--- src/design/vlsa_pkg.sv ---
// ----------------------------------------------------------------------------
// vlsa_pkg
// Shared types and constants of the vehicle light strip animator.
// ----------------------------------------------------------------------------
package vlsa_pkg;

  localparam int STRIP_PIXELS = 32;
  localparam int PIX_W        = $clog2(STRIP_PIXELS);
  localparam int IDX_W        = 6;
  localparam int COLOR_W      = 24;
  localparam int NUM_SEGS     = 4;

  localparam logic [7:0] FILL_PHASE_BIT = 8'b0010_0000;
  localparam logic [7:0] FILL_MASK      = 8'b0011_1111;

  // operation codes of the input item
  localparam logic [1:0] OP_RENDER = 2'd0;
  localparam logic [1:0] OP_FLAG   = 2'd1;
  localparam logic [1:0] OP_CLEAR  = 2'd2;
  localparam logic [1:0] OP_BLINK  = 2'd3;

  // flag selectors
  localparam logic [2:0] FLAG_LEFT  = 3'd0;
  localparam logic [2:0] FLAG_RIGHT = 3'd1;
  localparam logic [2:0] FLAG_BRAKE = 3'd2;
  localparam logic [2:0] FLAG_HEAD  = 3'd3;
  localparam logic [2:0] FLAG_PARTY = 3'd4;

  // register indexes
  localparam logic [2:0] REG_OFFSETS = 3'd0;
  localparam logic [2:0] REG_LENGTHS = 3'd1;
  localparam logic [2:0] REG_IND     = 3'd2;
  localparam logic [2:0] REG_HEAD    = 3'd3;
  localparam logic [2:0] REG_TAIL    = 3'd4;
  localparam logic [2:0] REG_BRAKE   = 3'd5;
  localparam logic [2:0] REG_PARTY   = 3'd6;

  localparam logic [23:0] IND_RESET   = 24'hFFA500;
  localparam logic [23:0] HEAD_RESET  = 24'hFFFFFF;
  localparam logic [23:0] TAIL_RESET  = 24'h800000;
  localparam logic [23:0] BRAKE_RESET = 24'hFF0000;
  localparam logic [23:0] PARTY_RESET = 24'h0000FF;

  typedef enum logic [2:0] {
    CMD_RENDER,
    CMD_FLAG,
    CMD_CLEAR,
    CMD_BLINK,
    CMD_NOP
  } cmd_kind_e;

  typedef struct packed {
    cmd_kind_e          kind;
    logic [2:0]         sel;
    logic               val;
    logic [COLOR_W-1:0] bcol;
    logic               brev;
  } cmd_t;

  typedef struct packed {
    logic [31:0]        offsets;
    logic [31:0]        lengths;
    logic [COLOR_W-1:0] ind;
    logic [COLOR_W-1:0] head;
    logic [COLOR_W-1:0] tail;
    logic [COLOR_W-1:0] brake;
    logic [COLOR_W-1:0] party;
  } cfg_t;

  typedef enum logic {
    BK_IDLE,
    BK_SWEEP
  } back_state_e;

  // bit 1: pixel lies in the segment, bit 0: pixel lies in the colored part
  function automatic logic [1:0] seg_hit(input logic [PIX_W-1:0] p,
                                         input logic [7:0] off,
                                         input logic [7:0] len,
                                         input logic rev,
                                         input logic [7:0] num);
    logic [8:0] j;
    logic [7:0] m;
    logic       in_seg;
    logic       colored;
    j       = 9'(p) - {1'b0, off};
    m       = (num > len) ? len : num;
    in_seg  = (9'(p) >= {1'b0, off}) && (j < {1'b0, len});
    colored = rev ? (j >= {1'b0, len - m}) : (j < {1'b0, m});
    return {in_seg, in_seg & colored};
  endfunction

endpackage

--- src/design/vlsa_if.sv ---
// ----------------------------------------------------------------------------
// vlsa_if
// Channel interfaces: input items, pixel results and register writes.
// ----------------------------------------------------------------------------
interface vlsa_item_if;
  logic        valid;
  logic        ready;
  logic [1:0]  operation;
  logic [2:0]  flag_select;
  logic        flag_value;
  logic [23:0] blink_color;
  logic        blink_reverse;
  modport source (output valid, operation, flag_select, flag_value, blink_color,
                  blink_reverse, input ready);
  modport sink (input valid, operation, flag_select, flag_value, blink_color,
                blink_reverse, output ready);
endinterface

interface vlsa_pixel_if;
  logic        valid;
  logic        ready;
  logic [5:0]  pixel_index;
  logic [23:0] pixel_color;
  logic        last_pixel;
  modport source (output valid, pixel_index, pixel_color, last_pixel, input ready);
  modport sink (input valid, pixel_index, pixel_color, last_pixel, output ready);
endinterface

interface vlsa_cfg_if;
  logic        valid;
  logic        ready;
  logic [2:0]  index;
  logic [31:0] data;
  modport source (output valid, index, data, input ready);
  modport sink (input valid, index, data, output ready);
endinterface

--- src/design/vlsa_front.sv ---
// ----------------------------------------------------------------------------
// vlsa_front
// Accepts input items and classifies them into commands for the queue.
// ----------------------------------------------------------------------------
module vlsa_front import vlsa_pkg::*; (
  vlsa_item_if.sink item_i,
  output logic      push_o,
  output cmd_t      cmd_o,
  input  logic      full_i
);

  assign item_i.ready = !full_i;
  assign push_o       = item_i.valid && !full_i;

  always_comb begin
    cmd_o.sel  = item_i.flag_select;
    cmd_o.val  = item_i.flag_value;
    cmd_o.bcol = item_i.blink_color;
    cmd_o.brev = item_i.blink_reverse;
    unique case (item_i.operation)
      OP_RENDER: cmd_o.kind = CMD_RENDER;
      OP_FLAG:   cmd_o.kind = (item_i.flag_select > FLAG_PARTY) ? CMD_NOP : CMD_FLAG;
      OP_CLEAR:  cmd_o.kind = CMD_CLEAR;
      OP_BLINK:  cmd_o.kind = CMD_BLINK;
      default:   cmd_o.kind = CMD_NOP;
    endcase
  end

endmodule

--- src/design/vlsa_queue.sv ---
// ----------------------------------------------------------------------------
// vlsa_queue
// Two-entry command queue between the front and the back.
// ----------------------------------------------------------------------------
module vlsa_queue import vlsa_pkg::*; (
  input  logic clk_i,
  input  logic rst_ni,
  input  logic push_i,
  input  cmd_t cmd_i,
  output logic full_o,
  input  logic pop_i,
  output logic valid_o,
  output cmd_t cmd_o
);

  cmd_t       mem_q [2];
  logic       wptr_q, wptr_d;
  logic       rptr_q, rptr_d;
  logic [1:0] cnt_q, cnt_d;
  logic       do_pop;

  assign full_o  = cnt_q == 2'd2;
  assign valid_o = cnt_q != 2'd0;
  assign cmd_o   = mem_q[rptr_q];
  assign do_pop  = pop_i && valid_o;

  always_comb begin
    wptr_d = push_i ? !wptr_q : wptr_q;
    rptr_d = do_pop ? !rptr_q : rptr_q;
    cnt_d  = cnt_q + {1'b0, push_i} - {1'b0, do_pop};
  end

  always_ff @(posedge clk_i or negedge rst_ni) begin
    if (!rst_ni) begin
      wptr_q <= 1'b0;
      rptr_q <= 1'b0;
      cnt_q  <= 2'd0;
    end else begin
      wptr_q <= wptr_d;
      rptr_q <= rptr_d;
      cnt_q  <= cnt_d;
    end
  end

  always_ff @(posedge clk_i) begin
    if (push_i) begin
      mem_q[wptr_q] <= cmd_i;
    end
  end

endmodule

--- src/design/vlsa_back.sv ---
// ----------------------------------------------------------------------------
// vlsa_back
// Executes commands: owns flags, tick and frame buffer, sweeps pixels out.
// ----------------------------------------------------------------------------
module vlsa_back import vlsa_pkg::*; (
  input  logic             clk_i,
  input  logic             rst_ni,
  input  cfg_t             cfg_i,
  input  logic             q_valid_i,
  input  cmd_t             q_cmd_i,
  output logic             pop_o,
  vlsa_pixel_if.source     pixel_o
);

  back_state_e        state_q, state_d;
  logic [COLOR_W-1:0] fb_q [STRIP_PIXELS];
  logic [7:0]         tick_q, tick_d;
  logic [4:0]         flags_q, flags_d;
  cmd_t               cur_q;
  logic [PIX_W-1:0]   p_q;
  logic [PIX_W-1:0]   bl_idx_q;
  logic               bl_hit_q, bl_wrap_q;
  logic               out_valid_q;
  logic [IDX_W-1:0]   out_idx_q;
  logic [COLOR_W-1:0] out_col_q;
  logic               out_last_q;

  logic               advance, last_p, start;
  logic [COLOR_W-1:0] pix_c;
  logic [9:0]         bl_sidx;
  logic [7:0]         tick_inc;
  logic [7:0]         flen;

  assign flen     = cfg_i.lengths[7:0];
  assign tick_inc = tick_q + 8'd1;
  assign last_p   = p_q == PIX_W'(STRIP_PIXELS - 1);
  assign bl_sidx  = q_cmd_i.brev ? ({2'b0, flen} - {2'b0, tick_q} - 10'd1)
                                 : {2'b0, tick_q};

  // next state
  always_comb begin
    state_d = state_q;
    unique case (state_q)
      BK_IDLE:  if (q_valid_i && (q_cmd_i.kind == CMD_RENDER || q_cmd_i.kind == CMD_CLEAR
                                 || q_cmd_i.kind == CMD_BLINK)) state_d = BK_SWEEP;
      BK_SWEEP: if (advance && last_p) state_d = BK_IDLE;
      default:  state_d = BK_IDLE;
    endcase
  end

  // outputs of the sequencer
  always_comb begin
    pop_o   = state_q == BK_IDLE;
    start   = (state_q == BK_IDLE) && (state_d == BK_SWEEP);
    advance = (state_q == BK_SWEEP) && (!out_valid_q || pixel_o.ready);
  end

  // new color of pixel p_q for the current command
  always_comb begin
    logic [1:0]         hit;
    logic [7:0]         n;
    logic [7:0]         len;
    logic [COLOR_W-1:0] col;
    logic               side;
    pix_c = fb_q[p_q];
    n     = 8'd0;
    len   = 8'd0;
    col   = '0;
    side  = 1'b0;
    hit   = 2'b00;
    unique case (cur_q.kind)
      CMD_RENDER: begin
        for (int k = 0; k < NUM_SEGS; k++) begin
          side = (k < 2) ? flags_q[FLAG_LEFT] : flags_q[FLAG_RIGHT];
          if ((tick_q & FILL_PHASE_BIT) != 8'd0) begin
            n   = (tick_q << 1) & FILL_MASK;
            col = side ? cfg_i.ind : '0;
          end else begin
            n   = 8'hFF;
            col = '0;
          end
          hit = seg_hit(p_q, cfg_i.offsets[8*k +: 8], cfg_i.lengths[8*k +: 8],
                        (k == 0) || (k == 3), n);
          if (hit[1]) pix_c = hit[0] ? col : '0;
        end
        if (flags_q[FLAG_HEAD]) begin
          for (int k = 0; k < NUM_SEGS; k++) begin
            side = (k < 2) ? flags_q[FLAG_LEFT] : flags_q[FLAG_RIGHT];
            len  = cfg_i.lengths[8*k +: 8];
            col  = (k == 0 || k == 2) ? cfg_i.head : cfg_i.tail;
            hit  = seg_hit(p_q, cfg_i.offsets[8*k +: 8], len, (k == 0) || (k == 3),
                           len >> 1);
            if (!side && hit[1]) pix_c = hit[0] ? col : '0;
          end
        end
        if (flags_q[FLAG_BRAKE]) begin
          len = cfg_i.lengths[31:24];
          hit = seg_hit(p_q, cfg_i.offsets[31:24], len, 1'b1, len >> 1);
          if (hit[0]) pix_c = cfg_i.brake;
          len = cfg_i.lengths[15:8];
          hit = seg_hit(p_q, cfg_i.offsets[15:8], len, 1'b0, len >> 1);
          if (hit[0]) pix_c = cfg_i.brake;
        end
        if (flags_q[FLAG_PARTY] && (p_q == PIX_W'(tick_q % STRIP_PIXELS))) begin
          pix_c = cfg_i.party;
        end
      end
      CMD_CLEAR: pix_c = '0;
      CMD_BLINK: begin
        if (bl_hit_q && p_q == bl_idx_q) pix_c = cur_q.bcol;
        if (bl_wrap_q && 8'(p_q) <= flen) pix_c = '0;
      end
      default: pix_c = fb_q[p_q];
    endcase
  end

  always_comb begin
    tick_d  = tick_q;
    flags_d = flags_q;
    if (state_q == BK_IDLE && q_valid_i && q_cmd_i.kind == CMD_FLAG) begin
      flags_d[q_cmd_i.sel] = q_cmd_i.val;
      if (q_cmd_i.sel == FLAG_LEFT || q_cmd_i.sel == FLAG_RIGHT) tick_d = 8'd0;
    end else if (advance && last_p) begin
      unique case (cur_q.kind)
        CMD_RENDER: tick_d = tick_inc;
        CMD_CLEAR:  tick_d = 8'd0;
        CMD_BLINK:  tick_d = bl_wrap_q ? 8'd0 : tick_inc;
        default:    tick_d = tick_q;
      endcase
    end
  end

  always_ff @(posedge clk_i or negedge rst_ni) begin
    if (!rst_ni) begin
      state_q     <= BK_IDLE;
      tick_q      <= 8'd0;
      flags_q     <= 5'd0;
      p_q         <= '0;
      out_valid_q <= 1'b0;
      for (int i = 0; i < STRIP_PIXELS; i++) fb_q[i] <= '0;
    end else begin
      state_q <= state_d;
      tick_q  <= tick_d;
      flags_q <= flags_d;
      if (start) p_q <= '0;
      else if (advance) p_q <= p_q + PIX_W'(1);
      if (advance) begin
        fb_q[p_q]   <= pix_c;
        out_valid_q <= 1'b1;
      end else if (pixel_o.ready) begin
        out_valid_q <= 1'b0;
      end
    end
  end

  always_ff @(posedge clk_i) begin
    if (start) begin
      cur_q     <= q_cmd_i;
      bl_idx_q  <= bl_sidx[PIX_W-1:0];
      bl_hit_q  <= !bl_sidx[9] && (bl_sidx < 10'(STRIP_PIXELS));
      // the tick wraps to zero after 255 before the compare
      bl_wrap_q <= tick_inc > flen;
    end
    if (advance) begin
      out_idx_q  <= IDX_W'(p_q);
      out_col_q  <= pix_c;
      out_last_q <= last_p;
    end
  end

  assign pixel_o.valid       = out_valid_q;
  assign pixel_o.pixel_index = out_idx_q;
  assign pixel_o.pixel_color = out_col_q;
  assign pixel_o.last_pixel  = out_last_q;

endmodule

--- src/design/vehicle_light_strip_animator_top.sv ---
// ----------------------------------------------------------------------------
// vehicle_light_strip_animator_top
// Light strip animator: flags, tick and frame buffer, pixel stream out.
// ----------------------------------------------------------------------------
// Usage:
//   item_i  : operations (render, set flag, clear, blink step), valid/ready.
//   pixel_o : one transfer per pixel, index 0 first, last_pixel on the final one.
//   cfg_i   : register writes (index 0..6), always ready; write only while idle.
// A set-flag item produces no pixels and is retired by the back end while idle.
// Render, clear and blink items each sweep the frame buffer once, one pixel
// per cycle while the receiver keeps up; the item is taken as the back end
// enters the sweep state, and each pixel leaves through the output register.
// The sweep pace is set by the single frame-buffer pixel read/write per cycle.
// A two-entry command queue lets the front take items during a sweep.
// When the receiver stalls, the output register holds and the sweep pauses.
// Reset clears the frame buffer, tick and flags and loads default colors.
// ----------------------------------------------------------------------------
module vehicle_light_strip_animator_top import vlsa_pkg::*; (
  input  logic         clk_i,
  input  logic         rst_ni,
  vlsa_item_if.sink    item_i,
  vlsa_pixel_if.source pixel_o,
  vlsa_cfg_if.sink     cfg_i
);

  cfg_t cfg_q;
  logic push, full, pop, q_valid;
  cmd_t f_cmd, q_cmd;

  assign cfg_i.ready = 1'b1;

  always_ff @(posedge clk_i or negedge rst_ni) begin
    if (!rst_ni) begin
      cfg_q.offsets <= '0;
      cfg_q.lengths <= '0;
      cfg_q.ind     <= IND_RESET;
      cfg_q.head    <= HEAD_RESET;
      cfg_q.tail    <= TAIL_RESET;
      cfg_q.brake   <= BRAKE_RESET;
      cfg_q.party   <= PARTY_RESET;
    end else if (cfg_i.valid) begin
      unique case (cfg_i.index)
        REG_OFFSETS: cfg_q.offsets <= cfg_i.data;
        REG_LENGTHS: cfg_q.lengths <= cfg_i.data;
        REG_IND:     cfg_q.ind     <= cfg_i.data[COLOR_W-1:0];
        REG_HEAD:    cfg_q.head    <= cfg_i.data[COLOR_W-1:0];
        REG_TAIL:    cfg_q.tail    <= cfg_i.data[COLOR_W-1:0];
        REG_BRAKE:   cfg_q.brake   <= cfg_i.data[COLOR_W-1:0];
        REG_PARTY:   cfg_q.party   <= cfg_i.data[COLOR_W-1:0];
        default:     cfg_q         <= cfg_q;
      endcase
    end
  end

  vlsa_front u_front (
    .item_i (item_i),
    .push_o (push),
    .cmd_o  (f_cmd),
    .full_i (full)
  );

  vlsa_queue u_queue (
    .clk_i   (clk_i),
    .rst_ni  (rst_ni),
    .push_i  (push),
    .cmd_i   (f_cmd),
    .full_o  (full),
    .pop_i   (pop),
    .valid_o (q_valid),
    .cmd_o   (q_cmd)
  );

  vlsa_back u_back (
    .clk_i     (clk_i),
    .rst_ni    (rst_ni),
    .cfg_i     (cfg_q),
    .q_valid_i (q_valid),
    .q_cmd_i   (q_cmd),
    .pop_o     (pop),
    .pixel_o   (pixel_o)
  );

endmodule
--- src/flat_wrapper.sv ---
// flat-port wrapper written by rule: the top's interface ports become plain ports
module vehicle_light_strip_animator_top_flat import vlsa_pkg::*;
  (clk_i, rst_ni, item_i_valid, item_i_operation, item_i_flag_select, item_i_flag_value, item_i_blink_color, item_i_blink_reverse, item_i_ready, pixel_o_valid, pixel_o_pixel_index, pixel_o_pixel_color, pixel_o_last_pixel, pixel_o_ready, cfg_i_valid, cfg_i_index, cfg_i_data, cfg_i_ready);
  vlsa_item_if item_i_i ();
  vlsa_pixel_if pixel_o_i ();
  vlsa_cfg_if cfg_i_i ();
  input  logic clk_i;
  input  logic rst_ni;
  input wire logic [$bits(item_i_i.valid)-1:0] item_i_valid;
  input wire logic [$bits(item_i_i.operation)-1:0] item_i_operation;
  input wire logic [$bits(item_i_i.flag_select)-1:0] item_i_flag_select;
  input wire logic [$bits(item_i_i.flag_value)-1:0] item_i_flag_value;
  input wire logic [$bits(item_i_i.blink_color)-1:0] item_i_blink_color;
  input wire logic [$bits(item_i_i.blink_reverse)-1:0] item_i_blink_reverse;
  output wire logic [$bits(item_i_i.ready)-1:0] item_i_ready;
  output wire logic [$bits(pixel_o_i.valid)-1:0] pixel_o_valid;
  output wire logic [$bits(pixel_o_i.pixel_index)-1:0] pixel_o_pixel_index;
  output wire logic [$bits(pixel_o_i.pixel_color)-1:0] pixel_o_pixel_color;
  output wire logic [$bits(pixel_o_i.last_pixel)-1:0] pixel_o_last_pixel;
  input wire logic [$bits(pixel_o_i.ready)-1:0] pixel_o_ready;
  input wire logic [$bits(cfg_i_i.valid)-1:0] cfg_i_valid;
  input wire logic [$bits(cfg_i_i.index)-1:0] cfg_i_index;
  input wire logic [$bits(cfg_i_i.data)-1:0] cfg_i_data;
  output wire logic [$bits(cfg_i_i.ready)-1:0] cfg_i_ready;
  assign item_i_i.valid = item_i_valid;
  assign item_i_i.operation = item_i_operation;
  assign item_i_i.flag_select = item_i_flag_select;
  assign item_i_i.flag_value = item_i_flag_value;
  assign item_i_i.blink_color = item_i_blink_color;
  assign item_i_i.blink_reverse = item_i_blink_reverse;
  assign item_i_ready = item_i_i.ready;
  assign pixel_o_valid = pixel_o_i.valid;
  assign pixel_o_pixel_index = pixel_o_i.pixel_index;
  assign pixel_o_pixel_color = pixel_o_i.pixel_color;
  assign pixel_o_last_pixel = pixel_o_i.last_pixel;
  assign pixel_o_i.ready = pixel_o_ready;
  assign cfg_i_i.valid = cfg_i_valid;
  assign cfg_i_i.index = cfg_i_index;
  assign cfg_i_i.data = cfg_i_data;
  assign cfg_i_ready = cfg_i_i.ready;
  vehicle_light_strip_animator_top u_core (.clk_i(clk_i), .rst_ni(rst_ni), .item_i(item_i_i), .pixel_o(pixel_o_i), .cfg_i(cfg_i_i));
endmodule
--- config.mk ---
export PLATFORM = sky130hd
export DESIGN_NAME = vehicle_light_strip_animator_top_flat
export DESIGN_NICKNAME = d
export VERILOG_FILES = /design/src/design/vlsa_pkg.sv /design/src/design/vlsa_if.sv /design/src/design/vlsa_front.sv /design/src/design/vlsa_queue.sv /design/src/design/vlsa_back.sv /design/src/design/vehicle_light_strip_animator_top.sv /design/src/flat_wrapper.sv
export SDC_FILE = /design/constraint.sdc
export NUM_CORES = 2
export LEC_CHECK = 0
export BUFFER_PORTS_ARGS = -buffer_cell sky130_fd_sc_hd__buf_2
export CELL_PAD_IN_SITES_DETAIL_PLACEMENT = 1
export CELL_PAD_IN_SITES_GLOBAL_PLACEMENT = 2
export CORE_MARGIN = 10
export CORE_UTILIZATION = 35
export CTS_BUF_LIST = sky130_fd_sc_hd__clkbuf_4 sky130_fd_sc_hd__clkbuf_8 sky130_fd_sc_hd__clkbuf_16
export CTS_CLUSTER_SIZE = 28
export DETAILED_ROUTE_END_ITERATION = 7
export PLACE_DENSITY = 0.75
export SYNTH_ARGS = -nofsm -noshare
export SYNTH_HDL_FRONTEND = slang
export SYNTH_SLANG_ARGS = --single-unit
--- constraint.sdc ---
create_clock -name clk_i -period 8.44 [get_ports clk_i]
set_clock_uncertainty 0.15 [all_clocks]
set_input_delay 1.688 -clock clk_i [delete_from_list [all_inputs] [get_ports clk_i]]
set_output_delay 1.688 -clock clk_i [all_outputs]
set_load 0.02 [all_outputs]
==> metrics.txt <==
status finished clean; starting density of the core 0.352; Startpoint Class register; nets@finish 4,808; async set-reset flop share out of synthesis 0.884; hold path startpoint u_core.u_back.tick_q[7]; clock slew at reported path FFs 0.06 ns; post_cts resized 0; CTS tree done; Unique masters post-synth 92; Clock Power Share 0.275; chip width 419 um; worst hold margin 0.334 ns; worst-margin pin slew 1.14 ns; final setup fails 0; port bufs 102; count leader, synth dfrtp_1; Max-slew headroom 0.242; f_max 131 MHz; # rows 146; Synth Instances 4,465; Most Frequent Cell on Critical Path o21ai_0; worst-path maximum fanout 33; Max Cap Viol 0; Critical Path RT 8.73 ns; DR pass1 iterations 5; DIE AREA 175,000 um2; worst skew pair latency 0.79 ns; Mapped Avg Cell Area 12.5 um2; Pleak 27.7 nW; number of synthesized flops with an enable pin 128; share of the synthesized area in the top cell type 0.415; synth warn 0; Critical Path End Type register; P_sw 7.70 mW; vias in the first global route 40,500; CP max stage delay 0.82 ns; Critical Path Start u_core.cfg_q[121]; worst r2r src u_core.cfg_q[121]; Post-synth top cells dfrtp_1 (923), mux2_2 (656), a21oi_1 (399); RSZ-0062 raised after global routing no; worst r2r path cells 33; placed cells 6,456; core region area 158,000 um2; Worst EP arrival 7.93 ns; total power 20.3 mW; via count 37,500; post-DP HPWL 117 mm; synth top area cells dfrtp_1 (42%), mux2_2 (13%), mux4_2 (7.6%); first-pass GRT wire length 270 mm; Worst Hold Class register to register; fin crit share 0.905; DRT Wirelength 179 mm; vias per inst 5.61; sequential power share 0.353; Total Neg Setup Slack 0 ns; die height 419 um; fillers 16,500; mapped cell area 55,600 um2; GRT Residual Overflow 0; Routability Congestion 0.840; switching share of power 0.379; P&R area growth vs syn 13.5%; largest net degree at the start of global routing 164; Longest Clk Path Bufs 3; total CTS buffers 120; CTS H-tree lvls 3; post-route insts no fill 6,686; hold buffer count at CTS 0; wire length per cell 26.8 um; register area share after synthesis 0.509; Pwr Density 322 nW/um2; Yosys top cell by area dfrtp_1; Final Slew Violations 0; internal power 12.6 mW; setup bufs post-CTS 0; slowest library cell on the worst path a21boi_4; DRC Markers 0; post-layout min period 7.63 ns; hold path cells 2; clock sink count 1,104; ys flop type dfrtp_1; Final Hold Viols 0; share of cells above drive strength 1 0.322; Max IR drop VDD 222 uV; Synth Register Bits 1,104; # IOs 105; Logic pwr share 0.372; Setup CP Type register to register; Iteration-0 DRC Markers 2,570; Overall Global Routing Usage 0.203; antenna violations before repair 7; Routed Antenna Nets 0; root buf cell clkbuf_16
sequential cells by signal, summed over array words and instances, names as in the netlist:
name                               count
u_core.cfg_q                         184
u_core.u_back.bl_hit_q                 1
u_core.u_back.bl_idx_q                 5
u_core.u_back.bl_wrap_q                1
u_core.u_back.cur_q                   27
u_core.u_back.fb_q                   768
u_core.u_back.flags_q                  5
u_core.u_back.p_q                      5
u_core.u_back.pixel_o.last_pixel       1
u_core.u_back.pixel_o.pixel_color     24
u_core.u_back.pixel_o.pixel_index      5
u_core.u_back.pixel_o.valid            1
u_core.u_back.state_q                  1
u_core.u_back.tick_q                   8
u_core.u_queue.cnt_q                   2
u_core.u_queue.mem_q                  64
u_core.u_queue.rptr_q                  1
u_core.u_queue.wptr_q                  1
worst paths after layout:
check	slack, ns	to
min reg2reg	0.33	u_core.u_back.tick_q[7]
max	0.81	u_core.u_back.pixel_o.pixel_color[17]
min in group asynchronous	0.86	u_core.u_back.fb_q[164]
min	0.33	u_core.u_back.tick_q[7]
max reg2reg	0.81	u_core.u_back.pixel_o.pixel_color[17]
max in group asynchronous	5.56	u_core.u_back.fb_q[510]
worst max-delay path, delay by kind of cell (launching register included):
kind                     cells  cell delay, ns
AO/OA/AOI/OAI               16            3.54
AND/OR/NAND/NOR              8            0.98
XOR/XNOR                     1            0.09
flip-flops                   1            0.55
buffers and inverters        5            1.02
adder cells (fa/ha/maj)      3            0.99
layout by cell type (no fill, tap or decap), types with 20 or more instances in the layout:
| master | n |
|---|---|
| a21o_1 | 40 |
| edfxtp_1 | 128 |
| nand2_1 | 173 |
| a222oi_1 | 24 |
| clkinv_2 | 26 |
| o21a_1 | 24 |
| o21ai_0 | 111 |
| clkbuf_16 | 120 |
| a21oi_1 | 398 |
| a211o_1 | 31 |
| nand2b_1 | 35 |
| xor2_1 | 30 |
| mux4_2 | 187 |
| a21oi_2 | 40 |
| clkbuf_8 | 26 |
| dfstp_2 | 53 |
| mux2i_1 | 43 |
| inv_1 | 132 |
| nor2_4 | 34 |
| nand3_1 | 35 |
| buf_2 | 101 |
| o211ai_1 | 27 |
| mux2_2 | 656 |
| clkbuf_4 | 21 |
| ha_1 | 222 |
| dfrtp_1 | 918 |
| xnor2_1 | 43 |
| buf_4 | 126 |
| a22oi_1 | 94 |
| o221ai_1 | 20 |
| nor2_1 | 346 |
| nand4_1 | 47 |
power by group through the flow:
stage	Combinational, mW	Clock, mW	Sequential (mW)
detailed placement	7.55	0	7.27
global route	8.33	5.96	7.29
finish	7.57	5.59	7.18
floorplan	5.25	0	6.99
CTS	7.60	5.72	7.18
global placement	7.38	0	7.23
logic make-up after synthesis:
group           count (synthesis)  synth area share
fa+ha+maj                     231            0.0532
compound gates                935             0.113
buf+inv                       450            0.0333
simple gates                  784            0.0632
flops                        1104             0.509
mux                           886             0.216
xor+xnor                       73            0.0115
other cells                     2          0.000135
metrics by stage:
step / instance area (um2) / setup slack, ns / utilization
2_1_floorplan: 55600 / 1.78 / -
4_1_cts: 63100 / 0.816 / 0.399
3_5_place_dp: 58900 / 0.876 / 0.372
5_1_grt: 63100 / 0.0648 / 0.399
6_report: 63100 / 0.805 / 0.399
3_3_place_gp: 58900 / 0.956 / 0.372
routing by layer:
layer | global-route usage | part of all wire
met2 | 0.348 | 0.50
met4 | 0.0739 | 0.036
met1 | 0.261 | 0.43
met3 | 0.0267 | 0.038
met5 | 0 | 0.000067
final cells by class:
type                    count  area [um2]  area share
diodes                      2        5.00   0.0000793
repair buffers            234        1590      0.0251
well taps                2072        2590      0.0411
clock buffers             167        3520      0.0557
flip-flops and latches   1104       28300       0.449
clock inverters            61         751      0.0119
inverters                 133         499     0.00791
multi-input cells        2913       25800       0.409
Power figures use the tool's default switching activity.
